## src/hdl/rht_ram.sv

```systemverilog
// rht_ram: generic single-write, single-read memory with registered read data
// no dependencies
`timescale 1ns / 1ps

module rht_ram #(
  parameter int WIDTH = 8,
  parameter int DEPTH = 16
) (
  input  logic                     clk,
  input  logic                     wr_en,
  input  logic [$clog2(DEPTH)-1:0] wr_addr,
  input  logic [WIDTH-1:0]         wr_data,
  input  logic                     rd_en,
  input  logic [$clog2(DEPTH)-1:0] rd_addr,
  output logic [WIDTH-1:0]         rd_data
);

  logic [WIDTH-1:0] mem [DEPTH];

  always_ff @(posedge clk) begin
    if (wr_en) begin
      mem[wr_addr] <= wr_data;
    end
    if (rd_en) begin
      rd_data <= mem[rd_addr];
    end
  end

endmodule

```

## config.mk

```make
export PLATFORM = sky130hd
export DESIGN_NAME = rht_ram
export DESIGN_NICKNAME = d
export VERILOG_FILES = /design/src/hdl/rht_ram.sv
export SDC_FILE = /design/constraint.sdc
export NUM_CORES = 1
export LEC_CHECK = 0
export ABC_AREA = 1
export BUFFER_PORTS_ARGS = -buffer_cell sky130_fd_sc_hd__buf_2
export CORE_MARGIN = 2
export CORE_UTILIZATION = 65
export CTS_CLUSTER_DIAMETER = 120
export DETAILED_ROUTE_END_ITERATION = 10
export HOLD_SLACK_MARGIN = 0.06
export PLACE_DENSITY = 0.87
export SYNTH_ARGS = -nofsm -noshare
export SYNTH_HDL_FRONTEND = slang
export SYNTH_SLANG_ARGS = --single-unit
```

## constraint.sdc

```tcl
create_clock -name clk -period 1.85 [get_ports clk]
set_input_delay 0.2775 -clock clk [delete_from_list [all_inputs] [get_ports clk]]
set_output_delay 0.2775 -clock clk [all_outputs]
set_load 0.02 [all_outputs]
```

==> impl_metrics.toml <==
[outcome]
status = "complete, no violations"

[drt]
wire_per_inst_microns = 18.1
vias_per_cell = 5.69
antenna_left = 0
drc = 0
totalWireLength_mm = 12.9
vias = 4061
drt-pass1-iter-count = 5
first_iter_violations = 419

[logic_synthesis]
synthAdderAreaFrac_pct = 0
yosys_register_bits = 136
yosys.area_share.simple_pct = 20.8
synth_xor_xnor_area_share_pct = 0
yosysTopAreaCellShare_pct = 69.8
synth_top_area_cell = "edfxtp_1"
muxShareOfSynthArea_pct = 0
synth_compound_area_share_pct = 0
syn-cell-area_sq_um = 5850
yosysUniqueCellTypes = 11
syn-instance-count = 551
yosys_warnings = 0
syn_area_per_cell_sq_um = 10.6
synthesis.nets = 570
synth_top_family_by_area = "simple AND/OR/NAND/NOR gates"
synthTopCellsByArea = "edfxtp_1 (70%), nand2_1 (11%), nand3_1 (8.3%), inv_1 (6.4%), buf_6 (1.2%)"
seq_area_frac_synth_pct = 69.8

[setup_path]
cp_slowest_cell = "edfxtp_1"
start_kind = "flop"
cp.required_ns = 1.57
crit_chain = "buf_2"
max_stage_delay_ns = 0.42
end_kind = "output pin"
cp_max_fo = 1
crit_type = "reg -> out"
worst-path-buf-inv = 1
cp_top_family = "flip-flops"
crit_arrival_ns = 1.11

[clocking]
htreeDepth = 4
cts.path.max_buffers = 2
clk_pin_slew_worst_paths_ns = 0.06
insertion_delay_ns = 0.51
cts_hold_buf = 0
cts_buffers = 17
clock-sinks = 136
cts_setup_buffers = 0
cts_tree = "built"
ctsResizeCount = 0
root_buffer = "clkbuf_8"

[grt]
grt_overflow = 0
grt_max_degree = 54
grt_pass1_wl_mm = 20.4
grtUsageTotal_pct = 28.2
antenna_found_initial = 0
grt_pass1_vias = 4025

[timing]
tns_ns = 0
slew_violations = 0
fin_crit_sh_pct = 75.3
fmax_mhz = 718
relSlewSlack_pct = 61.3
finalSetupViolCount = 0
finalCriticalPeriod_ns = 1.39
tightest_slew_ns = 0.579
clock_skew_ns = 0.00394
rsz0062_at_grt = "false"
hold_violations = 0

[power_and_ir_drop]
power_frac_comb_pct = 6.5
powerDensity_nw_per_um2 = 1020
p_leak_uw = 0.00291
p_sw_uw = 1480
peakVddDrop_mv = 0.693
intPower_uw = 5330
seq_power_share_pct = 51.3
switching_share_pct = 21.8
power_frac_clock_pct = 42.2

[die]
dieHeight_microns = 98.8
die_x_microns = 98.8
fp-row-count = 34
core_area_sq_um = 8720
ios = 27
start_util_pct = 67.0
dieArea_sq_um = 9770

[place]
dp_hpwl_mm = 7.95
post-place-cells = 684
gp_congestion = 0.820
portBuffers = 26

[layout]
drive_gt1_share_pct = 12.5
layout.nets = 614
fin_cells = 714
n_antenna_cell = 0
final_cell_mix = "nand2_1 (173), edfxtp_1 (136), inv_1 (100)"
fill_cells = 508
area_growth_pct = 13.9
layout_commonest_cell = "nand2_1"

[min_path]
hp-class = "in -> reg"

[job]
cap_violations = 0
## power groups by stage
stage	clock network (uW)	logic [uW]	registers (uW)
floorplan	0	243	3570
global placement	0	415	3550
detailed placement	0	433	3560
CTS	2880	438	3500
global route	3040	486	3500
finish	2870	443	3500
## cell usage after synthesis, drive strengths merged
master and number:
nand2 173, edfxtp 136, nand3 97, nand3b 2
inv 102, nor2 17, buf 24
## cell type report
type / instances / area, sq um / area share [%]
clock inverter: 13 / 90.1 / 1.35
timing repair buffer: 49 / 340 / 5.11
sequential: 136 / 4080 / 61.3
inverter: 102 / 383 / 5.75
clock buffer: 17 / 414 / 6.22
tap: 108 / 135 / 2.03
multi-input combinational: 289 / 1210 / 18.2
## through the flow
step	setup slack [ns]	hold WS [ns]	util (%)	total power [uW]	area, sq um
finish	0.458	0.141	76.4	6810	6660
global route	0.429	0.117	76.4	7020	6660
CTS	0.445	0.119	76.4	6810	6660
detailed placement	0.375	0.649	70.6	3990	6160
global placement	0.419	0.642	70.6	3970	6160
floorplan	0.622	0.376	-	3810	5850
## worst register-to-register path, stage by stage (launching register included)
cell,delay (ns)
edfxtp_1,0.37
inv_1,0.06
nand2_1,0.05
nand3_1,0.10
nand3_1,0.12
nand3_1,0.18
nand2_1,0.08
## final timing paths
path         slack (ns)              endpoint  cells past startpoint                  from
max                0.46            rd_data[5]                      1  rd_data[5]$_DFFE_PP_
min                0.14  rd_data[4]$_DFFE_PP_                      1                 rd_en
max reg2reg        0.64  rd_data[2]$_DFFE_PP_                      6   mem[3][2]$_DFFE_PP_
min reg2reg        0.76  rd_data[2]$_DFFE_PP_                      6  mem[12][2]$_DFFE_PP_
## sequential cells by signal, indices dropped and copies added (netlist names)
signal and flops:
mem 128, rd_data 8
## per-layer routing
metal  vias up  global-route usage (%)  routed length [microns]
met5         -                       0                        0
met4         0                    12.3                      385
met3        35                    7.38                     1280
met2       257                    45.0                     6390
met1      1902                    36.9                     4850
li1       1867                       -                        -
## logic make-up (layout without fill, tap and decap cells)
kind of cell,count (synthesis),in the layout
flops,136,136
buf+inv,126,181
simple gates,289,289
No activity file was read; power rests on OpenSTA's default activity.
