==> src/hdl/rht_pkg.sv <==
// rht_pkg: shared types, constants and codes for the pointer registry hash table
// used by rht_hash, rht_ram users and pointer_registry_hash_table; no dependencies
`timescale 1ns / 1ps

package rht_pkg;

  localparam int CAPACITY = 1024;
  localparam int SLOT_W   = $clog2(CAPACITY);
  localparam int CNT_W    = $clog2(CAPACITY + 1);
  localparam int HBITS    = $clog2(CAPACITY + 1) - 1;

  localparam logic [31:0] GOLDEN_LO = 32'h7f4a7c15;
  localparam logic [31:0] GOLDEN_HI = 32'h9e3779b9;

  localparam logic [1:0] OP_INSERT = 2'd0;
  localparam logic [1:0] OP_REMOVE = 2'd1;
  localparam logic [1:0] OP_LOOKUP = 2'd2;

  localparam logic [1:0] ST_OK   = 2'd0;
  localparam logic [1:0] ST_FULL = 2'd1;
  localparam logic [1:0] ST_MISS = 2'd2;

  typedef logic [SLOT_W-1:0] slot_t;
  typedef logic [CNT_W-1:0]  cnt_t;

  typedef struct packed {
    logic [1:0]  op;
    logic [63:0] key;
    logic [31:0] entry_bytes;
  } in_item_t;

  typedef struct packed {
    logic [1:0]  status;
    logic [10:0] slot_index;
    logic [31:0] found_bytes;
    logic [9:0]  live_count;
    logic [41:0] live_bytes;
  } out_item_t;

  typedef struct packed {
    logic [63:0] key;
    logic [31:0] entry_bytes;
  } entry_t;

  typedef struct packed {
    logic  done;
    slot_t slot;
  } hash_rsp_t;

endpackage

==> src/hdl/rht_hash.sv <==
// rht_hash: multi-cycle fibonacci hash giving the home slot of a key
// one shared 32x32 multiplier over three partial products; depends on rht_pkg
`timescale 1ns / 1ps

module rht_hash (
  input  logic               clk,
  input  logic               rst_n,
  input  logic               start,
  input  logic [63:0]        key,
  output rht_pkg::hash_rsp_t rsp
);

  localparam logic [2:0] PH_IDLE = 3'd0;
  localparam logic [2:0] PH_LL   = 3'd1;
  localparam logic [2:0] PH_LH   = 3'd2;
  localparam logic [2:0] PH_HL   = 3'd3;
  localparam logic [2:0] PH_SUM  = 3'd4;

  logic [2:0]  phase_r, phase_nxt;
  logic        done_r, done_nxt;
  logic [60:0] a_r, a_nxt;
  logic [63:0] prod_r, prod_nxt;
  logic [31:0] low_hi_r, low_hi_nxt;
  logic [31:0] cross_r, cross_nxt;
  rht_pkg::slot_t slot_r, slot_nxt;

  logic [31:0] mul_a;
  logic [31:0] mul_b;
  logic [63:0] mul_p;
  logic [31:0] h_hi;
  logic [rht_pkg::HBITS-1:0] top_bits;

  always_comb begin
    case (phase_r)
      PH_LL: begin
        mul_a = a_r[31:0];
        mul_b = rht_pkg::GOLDEN_LO;
      end
      PH_LH: begin
        mul_a = a_r[31:0];
        mul_b = rht_pkg::GOLDEN_HI;
      end
      PH_HL: begin
        mul_a = {3'b000, a_r[60:32]};
        mul_b = rht_pkg::GOLDEN_LO;
      end
      default: begin
        mul_a = '0;
        mul_b = '0;
      end
    endcase
  end

  assign mul_p    = 64'(mul_a) * 64'(mul_b);
  assign h_hi     = low_hi_r + cross_r + prod_r[31:0];
  assign top_bits = h_hi[31 -: rht_pkg::HBITS];

  always_comb begin
    phase_nxt  = phase_r;
    done_nxt   = 1'b0;
    a_nxt      = a_r;
    prod_nxt   = prod_r;
    low_hi_nxt = low_hi_r;
    cross_nxt  = cross_r;
    slot_nxt   = slot_r;
    case (phase_r)
      PH_IDLE: begin
        if (start) begin
          a_nxt     = key[63:3];
          phase_nxt = PH_LL;
        end
      end
      PH_LL: begin
        prod_nxt  = mul_p;
        phase_nxt = PH_LH;
      end
      PH_LH: begin
        low_hi_nxt = prod_r[63:32];
        prod_nxt   = mul_p;
        phase_nxt  = PH_HL;
      end
      PH_HL: begin
        cross_nxt = prod_r[31:0];
        prod_nxt  = mul_p;
        phase_nxt = PH_SUM;
      end
      PH_SUM: begin
        slot_nxt  = (32'(top_bits) < 32'(rht_pkg::CAPACITY)) ?
                    rht_pkg::slot_t'(top_bits) : '0;
        done_nxt  = 1'b1;
        phase_nxt = PH_IDLE;
      end
      default: begin
        phase_nxt = PH_IDLE;
      end
    endcase
  end

  always_ff @(posedge clk) begin
    if (!rst_n) begin
      phase_r <= PH_IDLE;
      done_r  <= 1'b0;
    end else begin
      phase_r <= phase_nxt;
      done_r  <= done_nxt;
    end
  end

  always_ff @(posedge clk) begin
    a_r      <= a_nxt;
    prod_r   <= prod_nxt;
    low_hi_r <= low_hi_nxt;
    cross_r  <= cross_nxt;
    slot_r   <= slot_nxt;
  end

  assign rsp.done = done_r;
  assign rsp.slot = slot_r;

endmodule

==> config.mk <==
export PLATFORM = sky130hd
export DESIGN_NAME = rht_hash
export DESIGN_NICKNAME = d
export VERILOG_FILES = /design/src/hdl/rht_pkg.sv /design/src/hdl/rht_hash.sv
export SDC_FILE = /design/constraint.sdc
export NUM_CORES = 2
export LEC_CHECK = 0
export BUFFER_PORTS_ARGS = -buffer_cell sky130_fd_sc_hd__buf_4
export CORE_MARGIN = 4
export CORE_UTILIZATION = 35
export CTS_CLUSTER_SIZE = 28
export DETAILED_ROUTE_END_ITERATION = 7
export SYNTH_ARGS = -nofsm -noshare
export SYNTH_HDL_FRONTEND = slang
export SYNTH_SLANG_ARGS = --single-unit
==> constraint.sdc <==
create_clock -name clk -period 16.8 [get_ports clk]
set_input_delay 0 -clock clk [delete_from_list [all_inputs] [get_ports clk]]
set_output_delay 0 -clock clk [all_outputs]
set_load 0.01 [all_outputs]
==> summary.md <==
| Metric | Value |
|---|---|
| Outcome | finished, final reports clean |
| Hold Slack | 154 ps |
| Seq/Total Area, Yosys | 18.0% |
| Setup Crit Path Kind | reg -> reg |
| RSZ-0062 raised after global routing | false |
| Fin worst setup slack | 5940 ps |
| Worst min-delay path class | in -> reg |
| Top cell type by total area after synthesis | fa_1 |
| Synth area leaders | fa_1, edfxtp_1, ha_1, inv_1, xnor2_1 |
| Floorplan row count | 113 |
| HPWL Detailed | 80.4 mm |
| Clock Latency Late Sink | 560 ps |
| Storage element area | 6060 sq um |
| Area delta synth->final | 10.9% |
| Pre-CTS setup slack | 6300 ps |
| CP max FO | 21 |
| Share of cells above drive strength 1 | 6.19% |
| Vias/cell | 4.80 |
| DR DRC count | 0 |
| ANT nets after route | 0 |
| Placed cell areas | 35900 sq um |
| Async SR Flop Fraction | 0% |
| Multi-input gate area in the final layout | between 20000 and 25000 sq um |
| GRT Total Usage | 18.4% |
| Drt pass-1 iters | 7 |
| Synth warn | 0 |
| Synth top area share | between 40 and 50% |
| CTS clk-pin slew, worst paths | 60 ps |
| Post-route cell area | between 30000 and 40000 sq um |
| Placer Congestion | 0.942 |
| Pin count of the biggest net entering global routing | 65 |
| DIE HEIGHT | 318 microns |
| First-pass GRT wire length | 141 mm |
| WL/cell | 20.6 microns |
| Number of global-route vias before repair | 23300 |
| Total CTS buffers | 23 |
| Postcts setup bufs | 0 |
| CP max-delay cell | nor2_1 |
| CTS tree | yes |
| Worst endpoint required time | 17170 ps |
| Final WL | 92.0 mm |
| Layout Skew | 11.4 ps |
| Max-cap violations | 0 |
| Fill cells | 9248 |
| Fin. max-slew vios | 0 |
| Clock tree root driver cell | clkbuf_16 |
| Initial core utilization | 35.4% |
| Measured slew at the worst slew-check pin | about 1100 ps |
| Vias | around 21000 |
| Library cells used by synthesis | 77 |
| Min Clock Period, post-route | 10860 ps |
| H-Tree Depth | 1 |
| Die width | 318 microns |
| Post-Route Setup TNS | 0 ps |
| I/O pins | 78 |
| Initial antenna violation count | 0 |
| Antenna fix cells | 0 |
| Max Clk Rate | 92.1 MHz |
| Arrival @ worst endpoint | about 11000 ps |
| Die Area | 101000 sq um |
| Number of enable flip-flop cells after synthesis | 199 |
| Most common cell on crit path | fa_1 |
| Crit. End Element | register |
| Avg Inst Size Synth | 11.1 sq um |
| Final Hold Fails | 0 |
| Iter 0 DRT Violations | 1440 |
| CP max stage delay | 820 ps |
| Core area | 95200 sq um |
| FF+latch count, synth | 203 |
| Synth Flop Type | edfxtp_1 |
| CTS sink cnt | about 200 |
| Max transition margin | 24.6% |
| Crit path launch type | register |
| Maximum root-to-sink buffer count | 3 |
| Post-CTS sizing | 0 |
| Mapped cell area | 33600 sq um |
| Final setup vio count | 0 |
| Port Buf Inserts | 74 |
| GR Overflow Total | 0 |
| Syn Inst Count | 3033 |
| Final #Nets | approximately 4400 |
| Final period utilization | around 65% |
==> area by class of cell <==
| type | count | area share (%) |
|---|---|---|
| Clock buffer | 24 | 1.55 |
| Clock inverter | 17 | 0.654 |
| Inverter | 852 | 8.57 |
| Multi-Input combinational cell | 1930 | 64.9 |
| Sequential cell | 203 | 16.2 |
| Tap cell | 1265 | 4.24 |
| Timing Repair Buffer | 173 | 3.90 |
==> cells in the final DEF (no fill, tap or decap), types with 23 or more instances in the layout <==
| master | count |
|---|---|
| clkbuf_16 | 23 |
| inv_1 | 841 |
| ha_1 | 447 |
| xor2_1 | 29 |
| a21oi_1 | 102 |
| dlygate4sd3_1 | 63 |
| fa_1 | 674 |
| buf_4 | 110 |
| a21o_1 | 77 |
| xnor2_1 | 106 |
| edfxtp_1 | 199 |
| nor2_1 | 85 |
| o21ai_0 | 56 |
| nand2_1 | 123 |
==> registers in the layout, indices dropped and copies added (netlist names) <==
| signal | cells |
|---|---|
| done_r | 1 |
| low_hi_r | 32 |
| prod_r | 64 |
| slot_r | 10 |
| a_r | 61 |
| phase_r | 3 |
| cross_r | 32 |
==> metrics by stage <==
step                      std cells  utilization (%)
after floorplan                3040                -
after global placement         4360             37.7
after detailed placement       4360             37.7
after CTS                      4464             39.2
after global routing           4464             39.2
final                          4464             39.2
==> what timing repair did <==
| action | 4_1_cts | 5_1_grt |
|---|---|---|
| endpoints found under the hold margin | 65 | 0 |
| hold buffers | 63 | 0 |
| setup endpoints to repair | 0 | 0 |
==> cells by family after synthesis <==
logic type | share of synthesized area, %
other cells | 0.0111
mux | 0.134
flops | 18.0
compound gates | 7.05
xor+xnor | 3.51
fa+ha+maj | 56.7
buf+inv | 10.2
simple gates | 4.36
==> worst paths after layout <==
check / cells after the start / from / to / slack, ps
max reg2reg: 27 / phase_r[0] / prod_r[60] / 5940
max: 27 / phase_r[0] / prod_r[60] / 5940
min: 2 / key[57] / a_r[54] / 150
min reg2reg: 0 / prod_r[33] / low_hi_r[1] / 410
==> per-layer routing <==
layer | GRT usage (%) | vias to the layer above | wire (microns)
met3 | 3.85 | 137 | 6320
met4 | 6.12 | 0 | 3630
li1 | - | 9748 | -
met5 | 0 | - | 0
met2 | 29.2 | 621 | 42200
met1 | 25.1 | 10900 | 39900
==> synthesized netlist by cell type, types with 3 or more instances <==
library cell  count
o21ai_2           3
a21oi_2           4
o21ai_1           7
clkbuf_1         40
nor3_1            8
and4_1            5
a21oi_1         102
a21o_1           77
a211oi_1          5
o21a_1            4
o21ai_0          56
nand3_1          19
fa_1            674
and2_1            9
xnor2_1         106
nand4_1          12
xor2_1           29
or3_1             3
nand2_1         123
nor4_1            3
clkinv_1          8
o211ai_2          5
nand2b_1         10
inv_1           842
buf_4             4
dfxtp_1           4
edfxtp_1        199
o21bai_1          9
nand3b_1          6
nor2b_1           8
mux2_2            4
nor2_1           88
a21boi_0          5
o31ai_1           3
a22oi_1          18
buf_2             8
ha_1            447
buf_1             3
and3_1           10
a31oi_1          12
o211ai_1          5
==> critical path: cells and delay by family, from the launching register on <==
family | cells | cell delay [ps]
adder cells (fa/ha/maj) | 9 | 4560
AND/OR/NAND/NOR | 5 | 2270
buffers and inverters | 7 | 1690
AO/OA/AOI/OAI | 5 | 1570
flip-flops | 1 | 300
XOR/XNOR | 1 | 240
Power is not shown: default switching activity piles up to over one toggle a cycle in this logic, so the estimate is an artifact.
